**src/rtl/core/bdq_pkg.sv**
```systemverilog
`timescale 1ns / 1ps
// ----------------------------------------------------------------------------
// Bounded deque package
// Shared widths, request and status codes, and the controller state type.
// ----------------------------------------------------------------------------
package bdq_pkg;

  // Default capacity of the deque.
  localparam int DEPTH_DEF = 8;

  // Payload widths of the request and response beats.
  localparam int REQ_W   = 2;
  localparam int VALUE_W = 32;
  localparam int ENTRY_W = 31;
  localparam int STATUS_W = 2;
  localparam int COUNT_W = 4;

  // Request codes.
  localparam logic [REQ_W-1:0] REQ_PUSH_FRONT = 2'd0;
  localparam logic [REQ_W-1:0] REQ_PUSH_BACK  = 2'd1;
  localparam logic [REQ_W-1:0] REQ_POP_FRONT  = 2'd2;
  localparam logic [REQ_W-1:0] REQ_POP_BACK   = 2'd3;

  // Status codes.
  localparam logic [STATUS_W-1:0] STAT_OK    = 2'd0;
  localparam logic [STATUS_W-1:0] STAT_FULL  = 2'd1;
  localparam logic [STATUS_W-1:0] STAT_EMPTY = 2'd2;
  localparam logic [STATUS_W-1:0] STAT_NEG   = 2'd3;

  // Value reported for front and back when the deque is empty.
  localparam logic signed [VALUE_W-1:0] EMPTY_MARK = -32'sd1;

  // Request sequencer states.
  typedef enum logic [1:0] {
    S_IDLE,
    S_READ,
    S_RESP
  } bdq_state_t;

endpackage

```
**src/rtl/core/bdq_if.sv**
```systemverilog
`timescale 1ns / 1ps
// ----------------------------------------------------------------------------
// Bounded deque channel interfaces
// Valid/ready channels for request beats and response beats.
// ----------------------------------------------------------------------------

// Request channel: operation and value to push.
interface bdq_in_if import bdq_pkg::*; ();
  logic                       valid;
  logic                       ready;
  logic [REQ_W-1:0]           req_type;
  logic signed [VALUE_W-1:0]  push_value;

  modport source (output valid, output req_type, output push_value, input ready);
  modport sink   (input valid, input req_type, input push_value, output ready);
endinterface

// Response channel: status, peeks and count after the request.
interface bdq_out_if import bdq_pkg::*; ();
  logic                       valid;
  logic                       ready;
  logic [STATUS_W-1:0]        status;
  logic signed [VALUE_W-1:0]  front_value;
  logic signed [VALUE_W-1:0]  back_value;
  logic [COUNT_W-1:0]         count;

  modport source (output valid, output status, output front_value, output back_value,
                  output count, input ready);
  modport sink   (input valid, input status, input front_value, input back_value,
                  input count, output ready);
endinterface

```
**src/rtl/core/bounded_deque.sv**
```systemverilog
`timescale 1ns / 1ps
// ----------------------------------------------------------------------------
// Bounded deque
// Double-ended queue of non-negative values kept as a ring in a RAM.
// ----------------------------------------------------------------------------
// Each request beat pushes or pops at either end and yields one response beat
// with a status, the front and back values after the request (-1 when empty)
// and the entry count. The accept cycle updates head and count and writes a
// pushed value, the next cycle reads the front and back entries from the
// RAM, and S_RESP then loads the response register once the register is
// empty or being read; the entry RAM reads are registered. A request is
// accepted only after the previous response has been loaded. A response
// waiting in the output register does not block the next request beat.
module bounded_deque import bdq_pkg::*; #(
  parameter int DEPTH = DEPTH_DEF
) (
  input  logic      clk,
  input  logic      rst_n,
  bdq_in_if.sink    in_req,
  bdq_out_if.source out_rsp
);

  localparam int AW    = $clog2(DEPTH);
  localparam int CNT_W = $clog2(DEPTH + 1);

  // Ring index add with one wrap correction; both operands are below DEPTH.
  function automatic logic [AW-1:0] ring_add(input logic [AW-1:0] base,
                                             input logic [AW-1:0] offs);
    logic [AW:0] sum;
    sum = {1'b0, base} + {1'b0, offs};
    if (sum >= (AW+1)'(DEPTH)) begin
      sum = sum - (AW+1)'(DEPTH);
    end
    return sum[AW-1:0];
  endfunction

  bdq_state_t state_r, state_nxt;

  logic [AW-1:0]       head_r, head_nxt;
  logic [CNT_W-1:0]    count_r, count_nxt;
  logic [STATUS_W-1:0] status_r, status_nxt;

  logic               accept;
  logic               load_out;
  logic               rd_en;
  logic               wr_en;
  logic [AW-1:0]      wr_addr;
  logic [AW-1:0]      rd_addr_front;
  logic [AW-1:0]      rd_addr_back;
  logic [ENTRY_W-1:0] rd_front;
  logic [ENTRY_W-1:0] rd_back;

  logic                      out_valid_r;
  logic [STATUS_W-1:0]       out_status_r;
  logic signed [VALUE_W-1:0] out_front_r;
  logic signed [VALUE_W-1:0] out_back_r;
  logic [COUNT_W-1:0]        out_count_r;

  assign accept = in_req.valid && in_req.ready;

  // Sequencer next state.
  always_comb begin
    state_nxt = state_r;
    case (state_r)
      S_IDLE: begin
        if (accept) state_nxt = S_READ;
      end
      S_READ: begin
        state_nxt = S_RESP;
      end
      S_RESP: begin
        if (load_out) state_nxt = S_IDLE;
      end
      default: begin
        state_nxt = S_IDLE;
      end
    endcase
  end

  // Sequencer outputs.
  always_comb begin
    in_req.ready = 1'b0;
    rd_en        = 1'b0;
    load_out     = 1'b0;
    case (state_r)
      S_IDLE: begin
        in_req.ready = 1'b1;
      end
      S_READ: begin
        rd_en = 1'b1;
      end
      S_RESP: begin
        load_out = !out_valid_r || out_rsp.ready;
      end
      default: begin
        in_req.ready = 1'b0;
      end
    endcase
  end

  // Request decode: status, new head and count, and the RAM write.
  always_comb begin
    status_nxt = STAT_OK;
    head_nxt   = head_r;
    count_nxt  = count_r;
    wr_en      = 1'b0;
    wr_addr    = ring_add(head_r, AW'(count_r));
    case (in_req.req_type)
      REQ_PUSH_FRONT, REQ_PUSH_BACK: begin
        if (count_r >= CNT_W'(DEPTH)) begin
          status_nxt = STAT_FULL;
        end else if (in_req.push_value[VALUE_W-1]) begin
          status_nxt = STAT_NEG;
        end else begin
          count_nxt = count_r + 1'b1;
          wr_en     = accept;
          if (in_req.req_type == REQ_PUSH_FRONT) begin
            head_nxt = (head_r == '0) ? AW'(DEPTH - 1) : head_r - 1'b1;
            wr_addr  = head_nxt;
          end
        end
      end
      REQ_POP_FRONT, REQ_POP_BACK: begin
        if (count_r == '0) begin
          status_nxt = STAT_EMPTY;
        end else begin
          count_nxt = count_r - 1'b1;
          if (in_req.req_type == REQ_POP_FRONT) begin
            head_nxt = ring_add(head_r, AW'(1));
          end
        end
      end
      default: begin
        status_nxt = STAT_OK;
      end
    endcase
  end

  // Peek addresses from the updated head and count.
  assign rd_addr_front = head_r;
  assign rd_addr_back  = ring_add(head_r, AW'(count_r - 1'b1));

  // Entry storage.
  bdq_ram #(
    .WIDTH (ENTRY_W),
    .DEPTH (DEPTH)
  ) u_ram (
    .clk       (clk),
    .wr_en     (wr_en),
    .wr_addr   (wr_addr),
    .wr_data   (in_req.push_value[ENTRY_W-1:0]),
    .rd_en     (rd_en),
    .rd_addr_a (rd_addr_front),
    .rd_addr_b (rd_addr_back),
    .rd_data_a (rd_front),
    .rd_data_b (rd_back)
  );

  // Control state: sequencer, head index and fill count.
  always_ff @(posedge clk) begin
    if (!rst_n) begin
      state_r <= S_IDLE;
      head_r  <= '0;
      count_r <= '0;
    end else begin
      state_r <= state_nxt;
      if (accept) begin
        head_r  <= head_nxt;
        count_r <= count_nxt;
      end
    end
  end

  // Status of the request in flight.
  always_ff @(posedge clk) begin
    if (accept) begin
      status_r <= status_nxt;
    end
  end

  // Response register valid flag.
  always_ff @(posedge clk) begin
    if (!rst_n) begin
      out_valid_r <= 1'b0;
    end else if (load_out) begin
      out_valid_r <= 1'b1;
    end else if (out_rsp.ready) begin
      out_valid_r <= 1'b0;
    end
  end

  // Response payload; an empty deque reports the empty mark on both ends.
  always_ff @(posedge clk) begin
    if (load_out) begin
      out_status_r <= status_r;
      out_count_r  <= COUNT_W'(count_r);
      if (count_r == '0) begin
        out_front_r <= EMPTY_MARK;
        out_back_r  <= EMPTY_MARK;
      end else begin
        out_front_r <= {1'b0, rd_front};
        out_back_r  <= {1'b0, rd_back};
      end
    end
  end

  assign out_rsp.valid       = out_valid_r;
  assign out_rsp.status      = out_status_r;
  assign out_rsp.front_value = out_front_r;
  assign out_rsp.back_value  = out_back_r;
  assign out_rsp.count       = out_count_r;

endmodule

```
**src/rtl/core/bdq_ram.sv**
```systemverilog
`timescale 1ns / 1ps
// ----------------------------------------------------------------------------
// Bounded deque entry RAM
// Generic memory with one write port and two registered read ports.
// ----------------------------------------------------------------------------
module bdq_ram #(
  parameter int WIDTH = 31,
  parameter int DEPTH = 8
) (
  input  logic                     clk,
  input  logic                     wr_en,
  input  logic [$clog2(DEPTH)-1:0] wr_addr,
  input  logic [WIDTH-1:0]         wr_data,
  input  logic                     rd_en,
  input  logic [$clog2(DEPTH)-1:0] rd_addr_a,
  input  logic [$clog2(DEPTH)-1:0] rd_addr_b,
  output logic [WIDTH-1:0]         rd_data_a,
  output logic [WIDTH-1:0]         rd_data_b
);

  logic [WIDTH-1:0] mem [DEPTH];

  // Write port.
  always_ff @(posedge clk) begin
    if (wr_en) begin
      mem[wr_addr] <= wr_data;
    end
  end

  // Registered read ports.
  always_ff @(posedge clk) begin
    if (rd_en) begin
      rd_data_a <= mem[rd_addr_a];
      rd_data_b <= mem[rd_addr_b];
    end
  end

endmodule

```
**src/flat_wrapper.sv**
```systemverilog
// flat-port wrapper written by rule: the top's interface ports become plain ports
module bounded_deque_flat import bdq_pkg::*;
#(
  parameter int DEPTH = DEPTH_DEF
)
  (clk, rst_n, in_req_valid, in_req_req_type, in_req_push_value, in_req_ready, out_rsp_valid, out_rsp_status, out_rsp_front_value, out_rsp_back_value, out_rsp_count, out_rsp_ready);
  bdq_in_if in_req_i ();
  bdq_out_if out_rsp_i ();
  input  logic clk;
  input  logic rst_n;
  input wire logic [$bits(in_req_i.valid)-1:0] in_req_valid;
  input wire logic [$bits(in_req_i.req_type)-1:0] in_req_req_type;
  input wire logic [$bits(in_req_i.push_value)-1:0] in_req_push_value;
  output wire logic [$bits(in_req_i.ready)-1:0] in_req_ready;
  output wire logic [$bits(out_rsp_i.valid)-1:0] out_rsp_valid;
  output wire logic [$bits(out_rsp_i.status)-1:0] out_rsp_status;
  output wire logic [$bits(out_rsp_i.front_value)-1:0] out_rsp_front_value;
  output wire logic [$bits(out_rsp_i.back_value)-1:0] out_rsp_back_value;
  output wire logic [$bits(out_rsp_i.count)-1:0] out_rsp_count;
  input wire logic [$bits(out_rsp_i.ready)-1:0] out_rsp_ready;
  assign in_req_i.valid = in_req_valid;
  assign in_req_i.req_type = in_req_req_type;
  assign in_req_i.push_value = in_req_push_value;
  assign in_req_ready = in_req_i.ready;
  assign out_rsp_valid = out_rsp_i.valid;
  assign out_rsp_status = out_rsp_i.status;
  assign out_rsp_front_value = out_rsp_i.front_value;
  assign out_rsp_back_value = out_rsp_i.back_value;
  assign out_rsp_count = out_rsp_i.count;
  assign out_rsp_i.ready = out_rsp_ready;
  bounded_deque #(.DEPTH(DEPTH)) u_core (.clk(clk), .rst_n(rst_n), .in_req(in_req_i), .out_rsp(out_rsp_i));
endmodule
```
**config.mk**
```make
export PLATFORM = sky130hd
export DESIGN_NAME = bounded_deque_flat
export DESIGN_NICKNAME = d
export VERILOG_FILES = /design/src/rtl/core/bdq_pkg.sv /design/src/rtl/core/bdq_if.sv /design/src/rtl/core/bounded_deque.sv /design/src/rtl/core/bdq_ram.sv /design/src/flat_wrapper.sv
export SDC_FILE = /design/constraint.sdc
export NUM_CORES = 1
export LEC_CHECK = 0
export ABC_AREA = 1
export BUFFER_PORTS_ARGS = -buffer_cell sky130_fd_sc_hd__buf_2
export CAP_MARGIN = 20
export CORE_UTILIZATION = 61
export CTS_BUF_LIST = sky130_fd_sc_hd__clkbuf_4 sky130_fd_sc_hd__clkbuf_8
export DETAILED_ROUTE_END_ITERATION = 12
export MAX_ROUTING_LAYER = met4
export PLACE_DENSITY = 0.8
export SYNTH_ARGS = -nofsm -noshare
export SYNTH_HDL_FRONTEND = slang
export SYNTH_SLANG_ARGS = --single-unit
```
**constraint.sdc**
```tcl
create_clock -name clk -period 8.3 [get_ports clk]
set_input_delay 0.415 -clock clk [delete_from_list [all_inputs] [get_ports clk]]
set_output_delay 0.415 -clock clk [all_outputs]
set_load 0.1 [all_outputs]
```
==> flow_results.org <==
** Run status
- The run finished with clean final reports.

** CTS
- Clock tree buffer depth :: 3
- Once the clock tree was built, the setup fixing pass inserted 0 buffers.
- Maximum level of the CTS H-tree :: 2
- Once the clock tree was built, the resizer swapped 0 gates to a different size.
- Clock tree synthesis found a total of 391 sinks.
- For the worst-skew pair, the clock arrives at the later sink with an insertion delay of 0.61 ns.
- Number of buffers created by CTS :: 59
- Hold buffers post-CTS :: 0
- Clock tree synthesis selected as its root buffer the cell clkbuf_8.
- TritonCTS built the clock tree.
- Clock-pin slew was measured on the worst setup and hold paths at 0.06 ns.

** Timing
- Final setup skew :: 0.02791 ns
- The worst pin sits at a relative slew slack of 0.2419.
- Timing would allow up to 266.4 MHz.
- Post-route minimum period :: 3.753 ns
- Hold timing on the final database bottoms out at a slack of 0.07484 ns.
- In the finished design, the share of the clock period the worst path needs comes to 0.4522.
- The number of failing hold endpoints at the final stage came to 0.
- Slew Limit Fails :: 0
- Setup repair after global routing left no endpoint under its margin.
- Post-route setup TNS :: 0 ns
- Final Setup Violations :: 0
- Actual transition at the worst max-transition pin :: 1.137 ns
- Slack of the critical path :: 4.547 ns

** Synth
- Synthesized cell area :: 0.01713 mm^2
- Counting every net in the synthesized netlist gives 1,608.
- During synthesis, Yosys emitted a total of 0 warnings.
- Synthesized flop and latch total :: 391
- Share of the yosys chip area belonging to registers :: 0.6795
- Post-synthesis instance total :: 1,561
- Synth unique cells :: 30
- For this run, asynchronously set or reset flops after synthesis account for 0.
- Number of synthesized flops with an enable pin :: 381
- Mean Syn Cell Area :: 10.97 um^2
- Among all flip-flop cells after synthesis, the most frequent one is edfxtp_1.

** Placed design
- Placement Setup Slack :: 4.630 ns
- The congestion estimate from routability-driven global placement came to 0.8578.
- Post-Place Cell Area :: 0.01789 mm^2
- After detailed placement, the design holds a cell count of 1,957.
- Count of port buffers added during placement :: 109
- DP Wirelength :: 22.99 mm

** Detailed routing
- The first TritonRoute pass finished after 6 iterations.
- For this run, design rule violations remaining after detail routing come to 0.
- Initial DRC count :: 1,741
- Routed len/inst :: 19.36 um
- Sum of routed wire length over all layers :: 39.99 mm
- Number of nets with antenna violations after detailed routing :: 0
- Vias per inst :: 6.001
- Detailed-route via count :: 12,390

** Die
- The initial utilization of the core area, before any placement, comes to 0.6287.
- The die covers 0.02876 mm^2.
- Number of top-level pins :: 110
- From bottom edge to top edge, the die measures 169.6 um.
- The initialized floorplan defines 60 standard-cell rows.
- The floorplan step defined a core boundary enclosing 0.02725 mm^2.
- Width of the die :: 169.6 um

** Final layout
- Fillcell total :: 1,879
- Final cell area excluding filler cells :: 0.01904 mm^2
- The top cell types in the final layout, fill and taps aside, are edfxtp_1, o21ai_0, nand2_1.
- Share of the core filled with cells :: 0.6985
- Layout area overhead :: 11.12%
- The finished layout holds 2,065 standard cells, fillers aside.
- The library cell used most frequently in the layout, excluding fill and tap cells, is edfxtp_1.
- At the end of the flow, the number of nets in the layout was 1,693.
- Of the cells placed in the final design, the portion with a size suffix greater than 1 is 0.1810.

** Worst hold path
- Hold WC Path Type :: in -> reg

** Critical path
- Largest stage delay on the critical path :: 0.85 ns
- Required time at the endpoint of the critical path :: 8.57 ns
- Data on the critical path arrives at its endpoint at 4.02 ns.
- Start-to-end type of the worst setup path :: reg -> reg
- Cell with the largest stage delay on the worst path :: dfxtp_4
- STA classifies the critical path endpoint as a flip-flop.
- Along the worst path, the maximum fanout reaches 76.
- Walking the worst path, the cells encountered are ha_1, inv_1, fa_1, inv_1, nand2_1, o21ai_0, nand2_1, nor2_2, buf_4.
- STA classifies the critical path startpoint as a flip-flop.

** GRT
- The via count of the first global-routing pass was 11,690.
- Across every metal layer, demand over resource in global routing totals 0.2859.
- GR Overflow Total :: 0
- The first global-routing pass estimated 60.68 mm of wire.
- Entering global routing, the biggest net connects 119 pins.
- Initial antenna violation count :: 3

** Pwr
- The share of total power dissipated in combinational logic is 0.180.
- In this run the power spent charging and discharging nets is 1.358 mW.
- Of the total power, registers draw 0.495.
- The worst-case IR drop observed on VDD is 118.0 uV.
- Internal :: 3.326 mW
- Of the total power, the share spent switching nets is 0.2899.
- Leak pwr :: 6.859 nW
- Cell area power density :: 246.1 mW/mm^2
- The design draws 4.684 mW.
- Part of the power in the clock network :: 0.325

** Run
- The tool flagged a number of max-cap violations equal to 0.
-- worst max-delay path: cells and delay by family (launching register included) --
kind,cells,cell delay [ns]
compound gates,1,0.15
fa+ha+maj,2,0.75
buf+inv,3,0.57
flops,1,0.85
simple gates,3,1.07
-- area by class of cell --
type / instances / area (um^2) / area share
sequential: 391 / 11650 / 0.6119
clock inverter: 28 / 185.2 / 0.009728
antenna: 2 / 5.005 / 0.0002629
inverter: 86 / 325.3 / 0.01709
multi-input combinational: 980 / 4718 / 0.2479
timing repair buffer: 128 / 733.2 / 0.03852
clock buffer: 78 / 954.7 / 0.05015
tap: 372 / 465.4 / 0.02445
-- Yosys cell counts, types with 2 or more instances --
library cell | count | area [um^2]
nand2_1 | 226 | 848.3
ha_1 | 7 | 87.58
dfxtp_1 | 10 | 200.2
o21ai_0 | 352 | 1762
or2_2 | 62 | 387.9
nand4_1 | 3 | 18.77
clkbuf_1 | 51 | 191.4
fa_1 | 2 | 40.04
nand2_2 | 2 | 12.51
xor2_1 | 5 | 43.79
edfxtp_1 | 381 | 11440
nor2_1 | 153 | 574.3
buf_6 | 8 | 90.09
inv_1 | 80 | 300.3
o21ai_1 | 27 | 135.1
nand3_1 | 6 | 30.03
a21oi_1 | 127 | 635.6
buf_2 | 35 | 175.2
buf_4 | 2 | 15.01
buf_1 | 8 | 30.03
inv_2 | 5 | 18.77
-- registers in the layout (all words and copies together), names as in the netlist --
name and count:
u_core.out_rsp.front_value 31, u_core.out_rsp.valid 1, u_core.u_ram.mem 248, u_core.out_rsp.status 2
u_core.head_r 3, u_core.out_rsp.back_value 32, u_core.status_r 2, u_core.count_r 4
u_core.u_ram.rd_data_b 31, u_core.out_rsp.count 4, u_core.u_ram.rd_data_a 31, u_core.state_r 2
-- power by group through the flow --
stage	clock, mW	sequential, mW	combinational, mW
2_1_floorplan	0	2.40	0.560
3_3_place_gp	0	2.35	0.781
3_5_place_dp	0	2.36	0.825
4_1_cts	1.54	2.32	0.828
5_1_grt	1.62	2.32	0.928
6_report	1.52	2.32	0.844
-- metal layers --
layer / share of wire / GRT usage / vias up
li1: - / - / 5639
met1: 0.39 / 0.3817 / 5780
met2: 0.45 / 0.4187 / 845
met3: 0.12 / 0.06460 / 129
met4: 0.032 / 0.1347 / 0
met5: 0 / - / -
-- cell families (layout without fill, tap and decap cells) --
logic type      count (synthesis)  in the layout  share of synthesized area
compound gates                508            508                     0.1487
simple gates                  456            456                     0.1109
flops                         391            391                     0.6795
buf+inv                       190            320                    0.04828
fa+ha+maj                       9              9                   0.007449
xor+xnor                        7              7                   0.005113
other cells                     0              2                          0
-- path summary, 6_finish.rpt --
kind                               from                  endpoint  slack [ns]  cells after the start
setup / recovery       u_core.head_r[0]    u_core.u_ram.mem[7][6]        4.55                      9
hold / removal    in_req_push_value[19]   u_core.u_ram.mem[7][19]        0.07                      1
setup reg to reg       u_core.head_r[0]    u_core.u_ram.mem[7][6]        4.55                      9
hold reg to reg      u_core.status_r[0]  u_core.out_rsp.status[0]        0.42                      0
Note: power is estimated with default switching activity, not from simulation.
